### config.mk
export PLATFORM = sky130hd
export DESIGN_NAME = side_button_event_qualifier
export DESIGN_NICKNAME = d
export VERILOG_FILES = /design/src/rtl/sbeq_pkg.sv /design/src/rtl/side_button_event_qualifier.sv
export SDC_FILE = /design/constraint.sdc
export NUM_CORES = 1
export LEC_CHECK = 0
export BUFFER_PORTS_ARGS = -buffer_cell sky130_fd_sc_hd__buf_2
export CELL_PAD_IN_SITES_DETAIL_PLACEMENT = 0
export CELL_PAD_IN_SITES_GLOBAL_PLACEMENT = 1
export CORE_ASPECT_RATIO = 0.5
export CORE_MARGIN = 3
export CORE_UTILIZATION = 48
export DETAILED_ROUTE_END_ITERATION = 12
export PLACE_DENSITY = 0.79
export SLEW_MARGIN = 20
export SYNTH_ARGS = -nofsm -noshare
export SYNTH_HDL_FRONTEND = slang
export SYNTH_SLANG_ARGS = --single-unit
### constraint.sdc
create_clock -name clk -period 6.1 [get_ports clk]
set_clock_uncertainty 0.05 [all_clocks]
set_input_delay 1.22 -clock clk [delete_from_list [all_inputs] [get_ports clk]]
set_output_delay 1.22 -clock clk [all_outputs]
set_load 0.05 [all_outputs]
### src/rtl/sbeq_pkg.sv
// Shared types, widths, register indexes and reset values for the side button event qualifier.
package sbeq_pkg;

  // Beat widths on the two stream sides, padded to whole bytes.
  localparam int unsigned IN_TDATA_BITS  = 48;
  localparam int unsigned OUT_TDATA_BITS = 16;

  // Configuration port widths.
  localparam int unsigned CFG_INDEX_BITS = 3;
  localparam int unsigned CFG_DATA_BITS  = 16;

  // Field widths.
  localparam int unsigned NOW_BITS   = 32;
  localparam int unsigned EVENT_BITS = 8;
  localparam int unsigned MS_BITS    = 16;

  // Default parameter values.
  localparam int unsigned DEF_TIME_BITS      = 32;
  localparam int unsigned DEF_BOOT_EVENT_BIT = 0;
  localparam int unsigned DEF_PWR_EVENT_BIT  = 1;

  // Register reset values.
  localparam logic          PMU_PRESENT_RST    = 1'b1;
  localparam logic [15:0]   BOOT_HOLD_MS_RST   = 16'd45;
  localparam logic [15:0]   PMU_SCAN_MS_RST    = 16'd35;
  localparam logic [15:0]   CHARGE_SCAN_MS_RST = 16'd750;
  localparam logic [15:0]   EMIT_GAP_MS_RST    = 16'd350;

  // Configuration register indexes.
  typedef enum logic [CFG_INDEX_BITS-1:0] {
    REG_PMU_PRESENT    = 3'd0,
    REG_BOOT_HOLD_MS   = 3'd1,
    REG_PMU_SCAN_MS    = 3'd2,
    REG_CHARGE_SCAN_MS = 3'd3,
    REG_EMIT_GAP_MS    = 3'd4
  } cfg_reg_t;

  // One input beat, first field in the highest bits.
  typedef struct packed {
    logic                  hold_override_value;
    logic                  hold_override_valid;
    logic [EVENT_BITS-1:0] inject_events;
    logic                  charger_active;
    logic                  vbus_present;
    logic                  pek_short_irq;
    logic                  pek_rise_irq;
    logic                  pek_fall_irq;
    logic                  boot_pressed;
    logic [NOW_BITS-1:0]   now_ms;
  } poll_t;

  // One result beat, first field in the highest bits, zero padded.
  typedef struct packed {
    logic [3:0]            pad;
    logic                  irq_clear_request;
    logic                  irq_status_read;
    logic                  charging;
    logic                  ptt_held;
    logic [EVENT_BITS-1:0] events;
  } result_t;

endpackage

### src/rtl/side_button_event_qualifier.sv
// Top level of the side button event qualifier: poll register, qualifying logic, result register.
//
// Each input beat is one poll of the buttons and power chip; each poll gives exactly one result
// beat. A poll is captured in an input register, qualified by one pass of subtract-and-compare
// logic against the stored timestamps, and written to the result register together with the
// updated state. The block takes one poll per clock cycle while results are taken at the output,
// and a result beat is offered on the output once its poll has passed through the input register
// and the result register. The state update is done by the combinational logic between the two
// registers. A result waiting at the output holds the next poll in the input
// register, so the input stalls only while both registers are full. All time differences wrap
// modulo 2^TIME_BITS. Configuration writes take effect at once and are meant for times when no
// poll is in flight.
module side_button_event_qualifier
  import sbeq_pkg::*;
#(
  parameter int unsigned TIME_BITS      = DEF_TIME_BITS,
  parameter int unsigned BOOT_EVENT_BIT = DEF_BOOT_EVENT_BIT,
  parameter int unsigned PWR_EVENT_BIT  = DEF_PWR_EVENT_BIT
) (
  input  logic                      clk,
  input  logic                      rst,
  // Poll stream.
  input  logic                      s_tvalid,
  output logic                      s_tready,
  // Fields from bit 0 up: now_ms[31:0], boot_pressed, pek_fall_irq, pek_rise_irq,
  // pek_short_irq, vbus_present, charger_active, inject_events[7:0],
  // hold_override_valid, hold_override_value.
  input  logic [IN_TDATA_BITS-1:0]  s_tdata,
  // Result stream.
  output logic                      m_tvalid,
  input  logic                      m_tready,
  // Fields from bit 0 up: events[7:0], ptt_held, charging, irq_status_read,
  // irq_clear_request, then zero padding.
  output logic [OUT_TDATA_BITS-1:0] m_tdata,
  // Configuration write port.
  input  logic                      cfg_wr_en,
  input  logic [CFG_INDEX_BITS-1:0] cfg_index,
  input  logic [CFG_DATA_BITS-1:0]  cfg_wr_data
);

  localparam int unsigned WIDE_BITS = 64;

  // Event bit positions are taken modulo the event width.
  localparam logic [2:0] BOOT_POS = 3'(BOOT_EVENT_BIT % EVENT_BITS);
  localparam logic [2:0] PWR_POS  = 3'(PWR_EVENT_BIT % EVENT_BITS);

  // Configuration registers.
  logic               pmu_present;
  logic [MS_BITS-1:0] boot_hold_ms;
  logic [MS_BITS-1:0] pmu_scan_ms;
  logic [MS_BITS-1:0] charge_scan_ms;
  logic [MS_BITS-1:0] emit_gap_ms;

  // Qualifier state.
  logic                 boot_armed, boot_armed_next;
  logic                 boot_low_seen, boot_low_seen_next;
  logic [TIME_BITS-1:0] boot_low_time, boot_low_time_next;
  logic [TIME_BITS-1:0] last_key_scan, last_key_scan_next;
  logic [TIME_BITS-1:0] last_charge_sample, last_charge_sample_next;
  logic                 charge_first_done, charge_first_done_next;
  logic                 key_held_latch, key_held_latch_next;
  logic                 charging_flag, charging_flag_next;
  logic [TIME_BITS-1:0] last_emit_time, last_emit_time_next;

  // Pipeline registers.
  logic    poll_valid;
  poll_t   poll;
  logic    res_valid;
  result_t res;
  result_t res_next;

  logic poll_fire;

  // The input register moves on whenever the result register is free or being emptied.
  assign poll_fire = poll_valid && (!res_valid || m_tready);
  assign s_tready  = !poll_valid || poll_fire;
  assign m_tvalid  = res_valid;
  assign m_tdata   = res;

  // Configuration writes; unknown indexes are ignored.
  always_ff @(posedge clk) begin
    if (rst) begin
      pmu_present    <= PMU_PRESENT_RST;
      boot_hold_ms   <= BOOT_HOLD_MS_RST;
      pmu_scan_ms    <= PMU_SCAN_MS_RST;
      charge_scan_ms <= CHARGE_SCAN_MS_RST;
      emit_gap_ms    <= EMIT_GAP_MS_RST;
    end else if (cfg_wr_en) begin
      unique case (cfg_index)
        REG_PMU_PRESENT:    pmu_present    <= cfg_wr_data[0];
        REG_BOOT_HOLD_MS:   boot_hold_ms   <= cfg_wr_data;
        REG_PMU_SCAN_MS:    pmu_scan_ms    <= cfg_wr_data;
        REG_CHARGE_SCAN_MS: charge_scan_ms <= cfg_wr_data;
        REG_EMIT_GAP_MS:    emit_gap_ms    <= cfg_wr_data;
        default: ;
      endcase
    end
  end

  // Input register.
  always_ff @(posedge clk) begin
    if (rst) begin
      poll_valid <= 1'b0;
    end else if (s_tready) begin
      poll_valid <= s_tvalid;
    end
  end

  always_ff @(posedge clk) begin
    if (s_tvalid && s_tready) begin
      poll <= poll_t'(s_tdata);
    end
  end

  // Times and intervals brought to the timestamp width.
  logic [WIDE_BITS-1:0] now_wide;
  logic [TIME_BITS-1:0] now;
  logic [WIDE_BITS-1:0] boot_hold_wide, pmu_scan_wide, charge_scan_wide, emit_gap_wide;
  logic [TIME_BITS-1:0] boot_hold_t, pmu_scan_t, charge_scan_t, emit_gap_t;

  assign now_wide         = {{(WIDE_BITS-NOW_BITS){1'b0}}, poll.now_ms};
  assign now              = now_wide[TIME_BITS-1:0];
  assign boot_hold_wide   = {{(WIDE_BITS-MS_BITS){1'b0}}, boot_hold_ms};
  assign pmu_scan_wide    = {{(WIDE_BITS-MS_BITS){1'b0}}, pmu_scan_ms};
  assign charge_scan_wide = {{(WIDE_BITS-MS_BITS){1'b0}}, charge_scan_ms};
  assign emit_gap_wide    = {{(WIDE_BITS-MS_BITS){1'b0}}, emit_gap_ms};
  assign boot_hold_t      = boot_hold_wide[TIME_BITS-1:0];
  assign pmu_scan_t       = pmu_scan_wide[TIME_BITS-1:0];
  assign charge_scan_t    = charge_scan_wide[TIME_BITS-1:0];
  assign emit_gap_t       = emit_gap_wide[TIME_BITS-1:0];

  // Wrapping elapsed times since each stored timestamp.
  logic [TIME_BITS-1:0] boot_elapsed, key_elapsed, charge_elapsed, emit_elapsed;

  assign boot_elapsed   = now - boot_low_time;
  assign key_elapsed    = now - last_key_scan;
  assign charge_elapsed = now - last_charge_sample;
  assign emit_elapsed   = now - last_emit_time;

  // One pass of qualification for the poll in the input register.
  always_comb begin
    logic [EVENT_BITS-1:0] ev;
    logic                  scan;
    logic                  clear_req;
    logic                  latch;
    logic                  sample;

    ev        = poll.inject_events;
    clear_req = 1'b0;

    boot_armed_next         = boot_armed;
    boot_low_seen_next      = boot_low_seen;
    boot_low_time_next      = boot_low_time;
    last_key_scan_next      = last_key_scan;
    last_charge_sample_next = last_charge_sample;
    charge_first_done_next  = charge_first_done;
    charging_flag_next      = charging_flag;
    last_emit_time_next     = last_emit_time;

    // The override goes in first, so a scan in the same poll wins over it.
    latch = poll.hold_override_valid ? poll.hold_override_value : key_held_latch;

    // Boot button: the first pressed poll records its time, a later one may fire once.
    if (poll.boot_pressed) begin
      if (!boot_low_seen) begin
        boot_low_seen_next = 1'b1;
        boot_low_time_next = now;
      end else if (boot_armed && (boot_elapsed >= boot_hold_t)) begin
        boot_armed_next = 1'b0;
        ev[BOOT_POS]    = 1'b1;
      end
    end else begin
      boot_low_seen_next = 1'b0;
      boot_low_time_next = '0;
      boot_armed_next    = 1'b1;
    end

    // Power key IRQ scan, throttled; a rise beats a fall in the same scan.
    scan = pmu_present && (key_elapsed >= pmu_scan_t);
    if (scan) begin
      last_key_scan_next = now;
      if (poll.pek_rise_irq) begin
        latch = 1'b0;
      end else if (poll.pek_fall_irq) begin
        latch = 1'b1;
      end
      if (poll.pek_short_irq) begin
        ev[PWR_POS] = 1'b1;
      end
      clear_req = poll.pek_fall_irq || poll.pek_rise_irq || poll.pek_short_irq;
    end
    key_held_latch_next = latch;

    // Charging status; the first poll with the chip present always samples.
    sample = pmu_present && (!charge_first_done || (charge_elapsed >= charge_scan_t));
    if (!pmu_present) begin
      charging_flag_next = 1'b0;
    end else if (sample) begin
      last_charge_sample_next = now;
      charge_first_done_next  = 1'b1;
      charging_flag_next      = poll.vbus_present && poll.charger_active;
    end

    // Rate limit on nonzero event words.
    if (ev != '0) begin
      if (emit_elapsed < emit_gap_t) begin
        ev = '0;
      end else begin
        last_emit_time_next = now;
      end
    end

    res_next                   = '0;
    res_next.events            = ev;
    res_next.ptt_held          = pmu_present && latch;
    res_next.charging          = charging_flag_next;
    res_next.irq_status_read   = scan;
    res_next.irq_clear_request = clear_req;
  end

  // State update, one poll at a time as it passes into the result register.
  always_ff @(posedge clk) begin
    if (rst) begin
      boot_armed         <= 1'b1;
      boot_low_seen      <= 1'b0;
      boot_low_time      <= '0;
      last_key_scan      <= '0;
      last_charge_sample <= '0;
      charge_first_done  <= 1'b0;
      key_held_latch     <= 1'b0;
      charging_flag      <= 1'b0;
      last_emit_time     <= '0;
    end else if (poll_fire) begin
      boot_armed         <= boot_armed_next;
      boot_low_seen      <= boot_low_seen_next;
      boot_low_time      <= boot_low_time_next;
      last_key_scan      <= last_key_scan_next;
      last_charge_sample <= last_charge_sample_next;
      charge_first_done  <= charge_first_done_next;
      key_held_latch     <= key_held_latch_next;
      charging_flag      <= charging_flag_next;
      last_emit_time     <= last_emit_time_next;
    end
  end

  // Result register.
  always_ff @(posedge clk) begin
    if (rst) begin
      res_valid <= 1'b0;
    end else if (!res_valid || m_tready) begin
      res_valid <= poll_valid;
    end
  end

  always_ff @(posedge clk) begin
    if (poll_fire) begin
      res <= res_next;
    end
  end

endmodule
# [Yosys cells after proc, flatten, opt, wreduce, memory -nomap -nowiden]
# Cells that the tools add are included.
[totals] register_bits=260 in_bits=72 output_inout_bits=18 elab_cells=93
[classes] addsub=4 magnitude_cmp=4 n_eq_ne=7 n_mux=19 bitwise=1 n_reduce_logical=27
[op_table] operator="32-bit subtractor" count=4
[op_table] operator="32-bit by 16-bit greater-or-equal comparator with 1-bit output" count=3
[op_table] operator="32-bit two-way mux" count=2
[op_table] operator="32-bit by 16-bit < comparator with 1-bit output" count=1
[op_table] operator="8-bit two-way mux" count=2
[op_table] operator="1-bit two-way mux" count=15
[op_table] operator="2-bit AND reduction" count=7
[op_table] operator="3-bit AND reduction" count=3
[op_table] operator="8-bit nonzero test" count=1
[op_table] operator="1-bit logical AND" count=7
[op_table] operator="3-bit by 2-bit == test with 1-bit output, second input constant" count=2
[op_table] operator="1-bit logical OR" count=5
[op_table] operator="2-bit inequality test, second input constant" count=2
[op_table] operator="3-bit by 1-bit == test with 1-bit output, second input constant" count=1
[op_table] operator="3-bit == test, second input constant" count=1
[op_table] operator="1-bit zero test" count=3
[op_table] operator="3-bit zero test" count=1
[op_table] operator="2-bit by 1-bit inequality test with 1-bit output, second input constant" count=1
[op_table] operator="1-bit NOT" count=1

# [Depth between registers and ports, before layout]
[logic_depth] ltp_word=8 mapped_depth=25 ltp_nobuf=23

# [Least setup slack after synthesis]
# Ideal clock, no wire load.
[synth_path] path_type="reg-to-reg" startpoint="register poll (netlist bit now[1])" endpoint="register last_emit_time[12]" setup_ns=0.072 t_arrival_ns=4.596 required_ns=5.978 path_slack_ns=1.382 stages_incl_launch_ff=23 n_path_buf=1 synth_period_minus_slack_ns=4.718 path_cell_list="edfxtp_1 ha_1 nor2b_1 o2111a_1 o21ai_1 inv_1 o21ai_0 a21boi_0 o21ai_0 nand2b_1 xor2_1 ha_1 a21o_1 a211oi_1 o21ai_0 o221a_2 nor4_1 nand4_1 a2111oi_1 and3_1 a211o_2 buf_6 mux2i_1"
[synth_between] elab_chain_cells=8 word_cells_on_any_way=15 classes_between="3 x add/sub; 3 x order compare; 4 x mux; 1 x bitwise; 4 x reduce/logical"
[synth_rtl] element="from (decl)" line="side_button_event_qualifier.sv:67" text="poll_t poll;"
[synth_rtl] element="from (signal assigned)" line="side_button_event_qualifier.sv:111" text="poll <= poll_t'(s_tdata);"
[synth_rtl] element="32-bit subtractor" line="side_button_event_qualifier.sv:135" text="assign boot_elapsed = now - boot_low_time;"
[synth_rtl] element="32-bit by 16-bit greater-or-equal comparator with 1-bit output" line="side_button_event_qualifier.sv:168" text="end else if (boot_armed && (boot_elapsed >= boot_hold_t)) begin"
[synth_rtl] element="1-bit logical AND" line="side_button_event_qualifier.sv:168"
[synth_rtl] element="1-bit two-way mux" line="side_button_event_qualifier.sv:168"
[synth_rtl] element="1-bit two-way mux" line="side_button_event_qualifier.sv:165" text="if (!boot_low_seen) begin"
[synth_rtl] element="1-bit two-way mux" line="side_button_event_qualifier.sv:164" text="if (poll.boot_pressed) begin"
[synth_rtl] element="8-bit nonzero test" line="side_button_event_qualifier.sv:205" text="if (ev != '0) begin"
[synth_rtl] element="3-bit AND reduction (no line) *"
[synth_rtl] element="to (signal assigned)" line="side_button_event_qualifier.sv:242" text="last_emit_time <= last_emit_time_next;"
[synth_rtl] element="to (decl)" line="side_button_event_qualifier.sv:63" text="logic [TIME_BITS-1:0] last_emit_time, last_emit_time_next;"
# Every way passes the cells marked *; elsewhere a longest branch is shown, timed or not.
# A chain may end at the register's enable or synchronous reset.

# [Final worst setup path]
[layout_path] startpoint="register poll (netlist bit now[0])" endpoint="register last_emit_time[22]"
# Same word-level chain as after synthesis.

==> impl_results.md <==
* Worst Setup End Kind: flip-flop
* Die height at between 100 and 150 um
* Status: complete, no violations
* Worst vdd ir at ~210 uV
* Post-synth EDFFs at 60
* Overflow after GRT at 0
* Crit path cell chain: inv_1 > ha_1 > fa_1 > nor2b_1 > o2111ai_1 > a21oi_1 > o21ai_1 > and2_1 > xnor2_1 > ha_1 > a21o_1 > a221o_1 > a31oi_1 > o221ai_1 > a31oi_1 > and4b_1 > and4_1 > nand4_1 > a41oi_2 > a211o_2 > buf_12 > mux2i_1
* Yosys cell types at 92
* Via count at 17410
* Multi-input gate area at 12020 um2
* DRC at 0
* Final setup fails at 0
* First-pass GRT wire length at 94610 um
* RSZ-0062 raised after global routing: no
* Nature of the critical path startpoint: flip-flop
* Max stage delay on crit path at 0.42 ns
* Placer Congestion at a little over 0.9
* Area leader, netlist: dfxtp_1
* Number of max-cap violations at 0
* Crit Path Max Fanout at 21
* Max-slew violations at 0
* Num CTS Buffers at 26
* Die Footprint at 42530 um2
* Hold Crit Class: flip-flop to flip-flop
* Pwr Density at ~240 nW/um2
* Nets at about 2700
* Area grow syn2layout at 9.219%
* Hold buffer count at CTS at 0
* Pin count of the biggest net entering global routing at 131
* Area contributors post-synth: dfxtp_1, ha_1, edfxtp_1
* Top-area cell type share of the netlist area at roughly a fifth
* Initial Util at between 40% and 50%
* Row Count at 51
* Clock transition at the registers of the reported paths at about 0.07 ns
* FILL cells at around 3900
* Layout cells sized above 1 at under 10%
* Later-pin clock latency in the skew report at between 0.5 and 0.6 ns
* 1st-iter DRT viols at between 1500 and 2000
* Pleak at 8.454 nW
* Buffers on Ports at 85
* Num Clock Sinks at 260
* Relative slew slack at a little over a third
* Async SR Flop Fraction at 0%
* ANT nets after route at 0
* Slew @ Worst Pin at a little under 1 ns
* Sequential cell area at between 5000 and 6000 um2
* Post-synthesis sequential area ratio at a little under a third
* Final hold violations at 0
* Crit path DAT at roughly 6.2 ns
* Peak Freq at 175.0 MHz
* Post-Synthesis Cells at ~2400
* Drt total wl at approximately 63000 um
* Final Cycle Share at between 90% and 100%
* Avg Inst Size Synth at around 8.1 um2
* Overall routing resource usage at 28.92%
* Synthesized flop and latch total at between 200 and 300
* Core ar. at ~39000 um2
* Root Buffer: clkbuf_16
* Num ports at 90
* Number of global-route vias before repair at 15660
* Setup TNS at 0 ns
* WP data required at 6.54 ns
* Initial antenna violation count at 3
* Final core area utilization at a little over half
* Critical-path top delay cell: edfxtp_1
* Number of synthesis warnings at 0
* CP Class: flip-flop to flip-flop
* CTS tree: yes
* Drt pass-1 iters at 7
* Dpl hpwl at 50050 um
* Routed length per instance at ~21 um
* Clock buffer depth at 3
* Vias/cell at 5.859
* Post-Syn Area at ~19000 um2
* Post-route minimum period at 5.715 ns
* Reg-to-reg slack, setup at about 0.38 ns
* H-tree levels at 1
* Prevailing post-synth register cell: dfxtp_1
* Die Wd at around 290 um
-- registers in the layout (all words and copies together), names as in the netlist, 12 cells and up --
| name | cells |
|---|---|
| m_tdata | 12 |
| boot_hold_ms | 16 |
| poll | 16 |
| emit_gap_ms | 16 |
| boot_low_time | 32 |
| charge_scan_ms | 16 |
| pmu_scan_ms | 16 |
| last_emit_time | 32 |
| now | 32 |
| last_charge_sample | 32 |
| last_key_scan | 32 |
-- cell usage in the layout (no fill, tap or decap), types with 85 or more instances in the layout --
cell and count:
o21ai_0 86, inv_1 228, dfxtp_1 200, a21oi_1 230, nor2_1 142, mux2i_1 105
ha_1 187, nand3_1 85, nand2_1 297, nand2b_1 117
-- final timing paths --
| check | startpoint | to | cells after the start |
|---|---|---|---|
| setup / recovery | now[0] | last_emit_time[22] | 22 |
| hold reg to reg | boot_low_time[24] | boot_low_time[24] | 2 |
| hold / removal | boot_low_time[24] | boot_low_time[24] | 2 |
| setup reg to reg | now[0] | last_emit_time[22] | 22 |
-- through the flow --
step                worst slack [ns]  instances  hold slack [ns]  total power, mW  cell area, um2
floorplan                      1.382       2383           0.3774            2.945           19190
global placement              0.3057       2920           0.3891            3.343           20030
detailed placement            0.2484       2920           0.3930            3.344           20030
CTS                           0.2051       2968           0.4023            5.018           20900
global route                 0.05925       2971           0.4173            5.257           20940
finish                        0.3848       2972           0.4027            5.008           20940
-- layout make-up --
class	instances	area share, %
Clock buffer	32	3.465
Tap cell	530	3.166
Multi-Input combinational cell	1783	57.41
Antenna cell	1	0.01195
Clock inverter	16	0.6751
Sequential cell	260	27.72
Timing Repair Buffer	123	3.483
Inverter	227	4.068
-- critical path, delay by kind of cell (launching register included) --
family | cells | cell delay [ns]
flip-flops | 1 | 0.42
AND/OR/NAND/NOR | 5 | 1.10
XOR/XNOR | 1 | 0.18
adder cells (fa/ha/maj) | 3 | 0.93
multiplexers | 1 | 0.22
AO/OA/AOI/OAI | 10 | 2.35
buffers and inverters | 2 | 0.33
-- cell usage after synthesis, types with 10 or more instances --
cell	instances
a211o_1	11
a211oi_1	23
a21o_1	48
a21oi_1	231
a31oi_1	14
and2_1	17
and3_1	11
buf_4	13
clkbuf_1	87
dfxtp_1	200
edfxtp_1	60
ha_1	187
inv_1	227
mux2i_1	105
nand2_1	298
nand2b_1	117
nand3_1	85
nand3b_1	25
nand4_1	34
nor2_1	142
nor2b_1	15
nor3_1	32
nor4_1	16
o2111ai_1	10
o211ai_1	21
o21a_1	21
o21ai_0	86
o21bai_1	10
xnor2_1	47
xor2_1	29
-- where the power goes --
part | leakage, nW | internal (mW) | switching [mW]
sequential | 2.21 | 1.84 | 0.0808
combinational | 5.81 | 0.546 | 0.877
clock | 0.433 | 0.901 | 0.761
-- per-layer routing --
metal / global-route usage [%] / part of all wire [%] / vias up
li1: - / - / 8457
met1: 45.04 / 50 / 8287
met2: 41.47 / 40 / 587
met3: 4.434 / 7.4 / 81
met4: 6.539 / 2.4 / 2
met5: 0 / 0.021 / -
-- logic make-up after synthesis --
| kind of cell | synth area share, % |
|---|---|
| other | 0.01956 |
| XOR/XNOR | 3.471 |
| buffers and inverters | 7.236 |
| AND/OR/NAND/NOR | 21.08 |
| adder cells (fa/ha/maj) | 12.62 |
| multiplexers | 5.716 |
| AO/OA/AOI/OAI | 19.59 |
| flip-flops | 30.28 |
-- repair_timing --
action                     4_1_cts  5_1_grt
setup endpoints to repair        0       39
resized for setup                0        5
setup buffers                    0        3
Power figures use the tool's default switching activity.
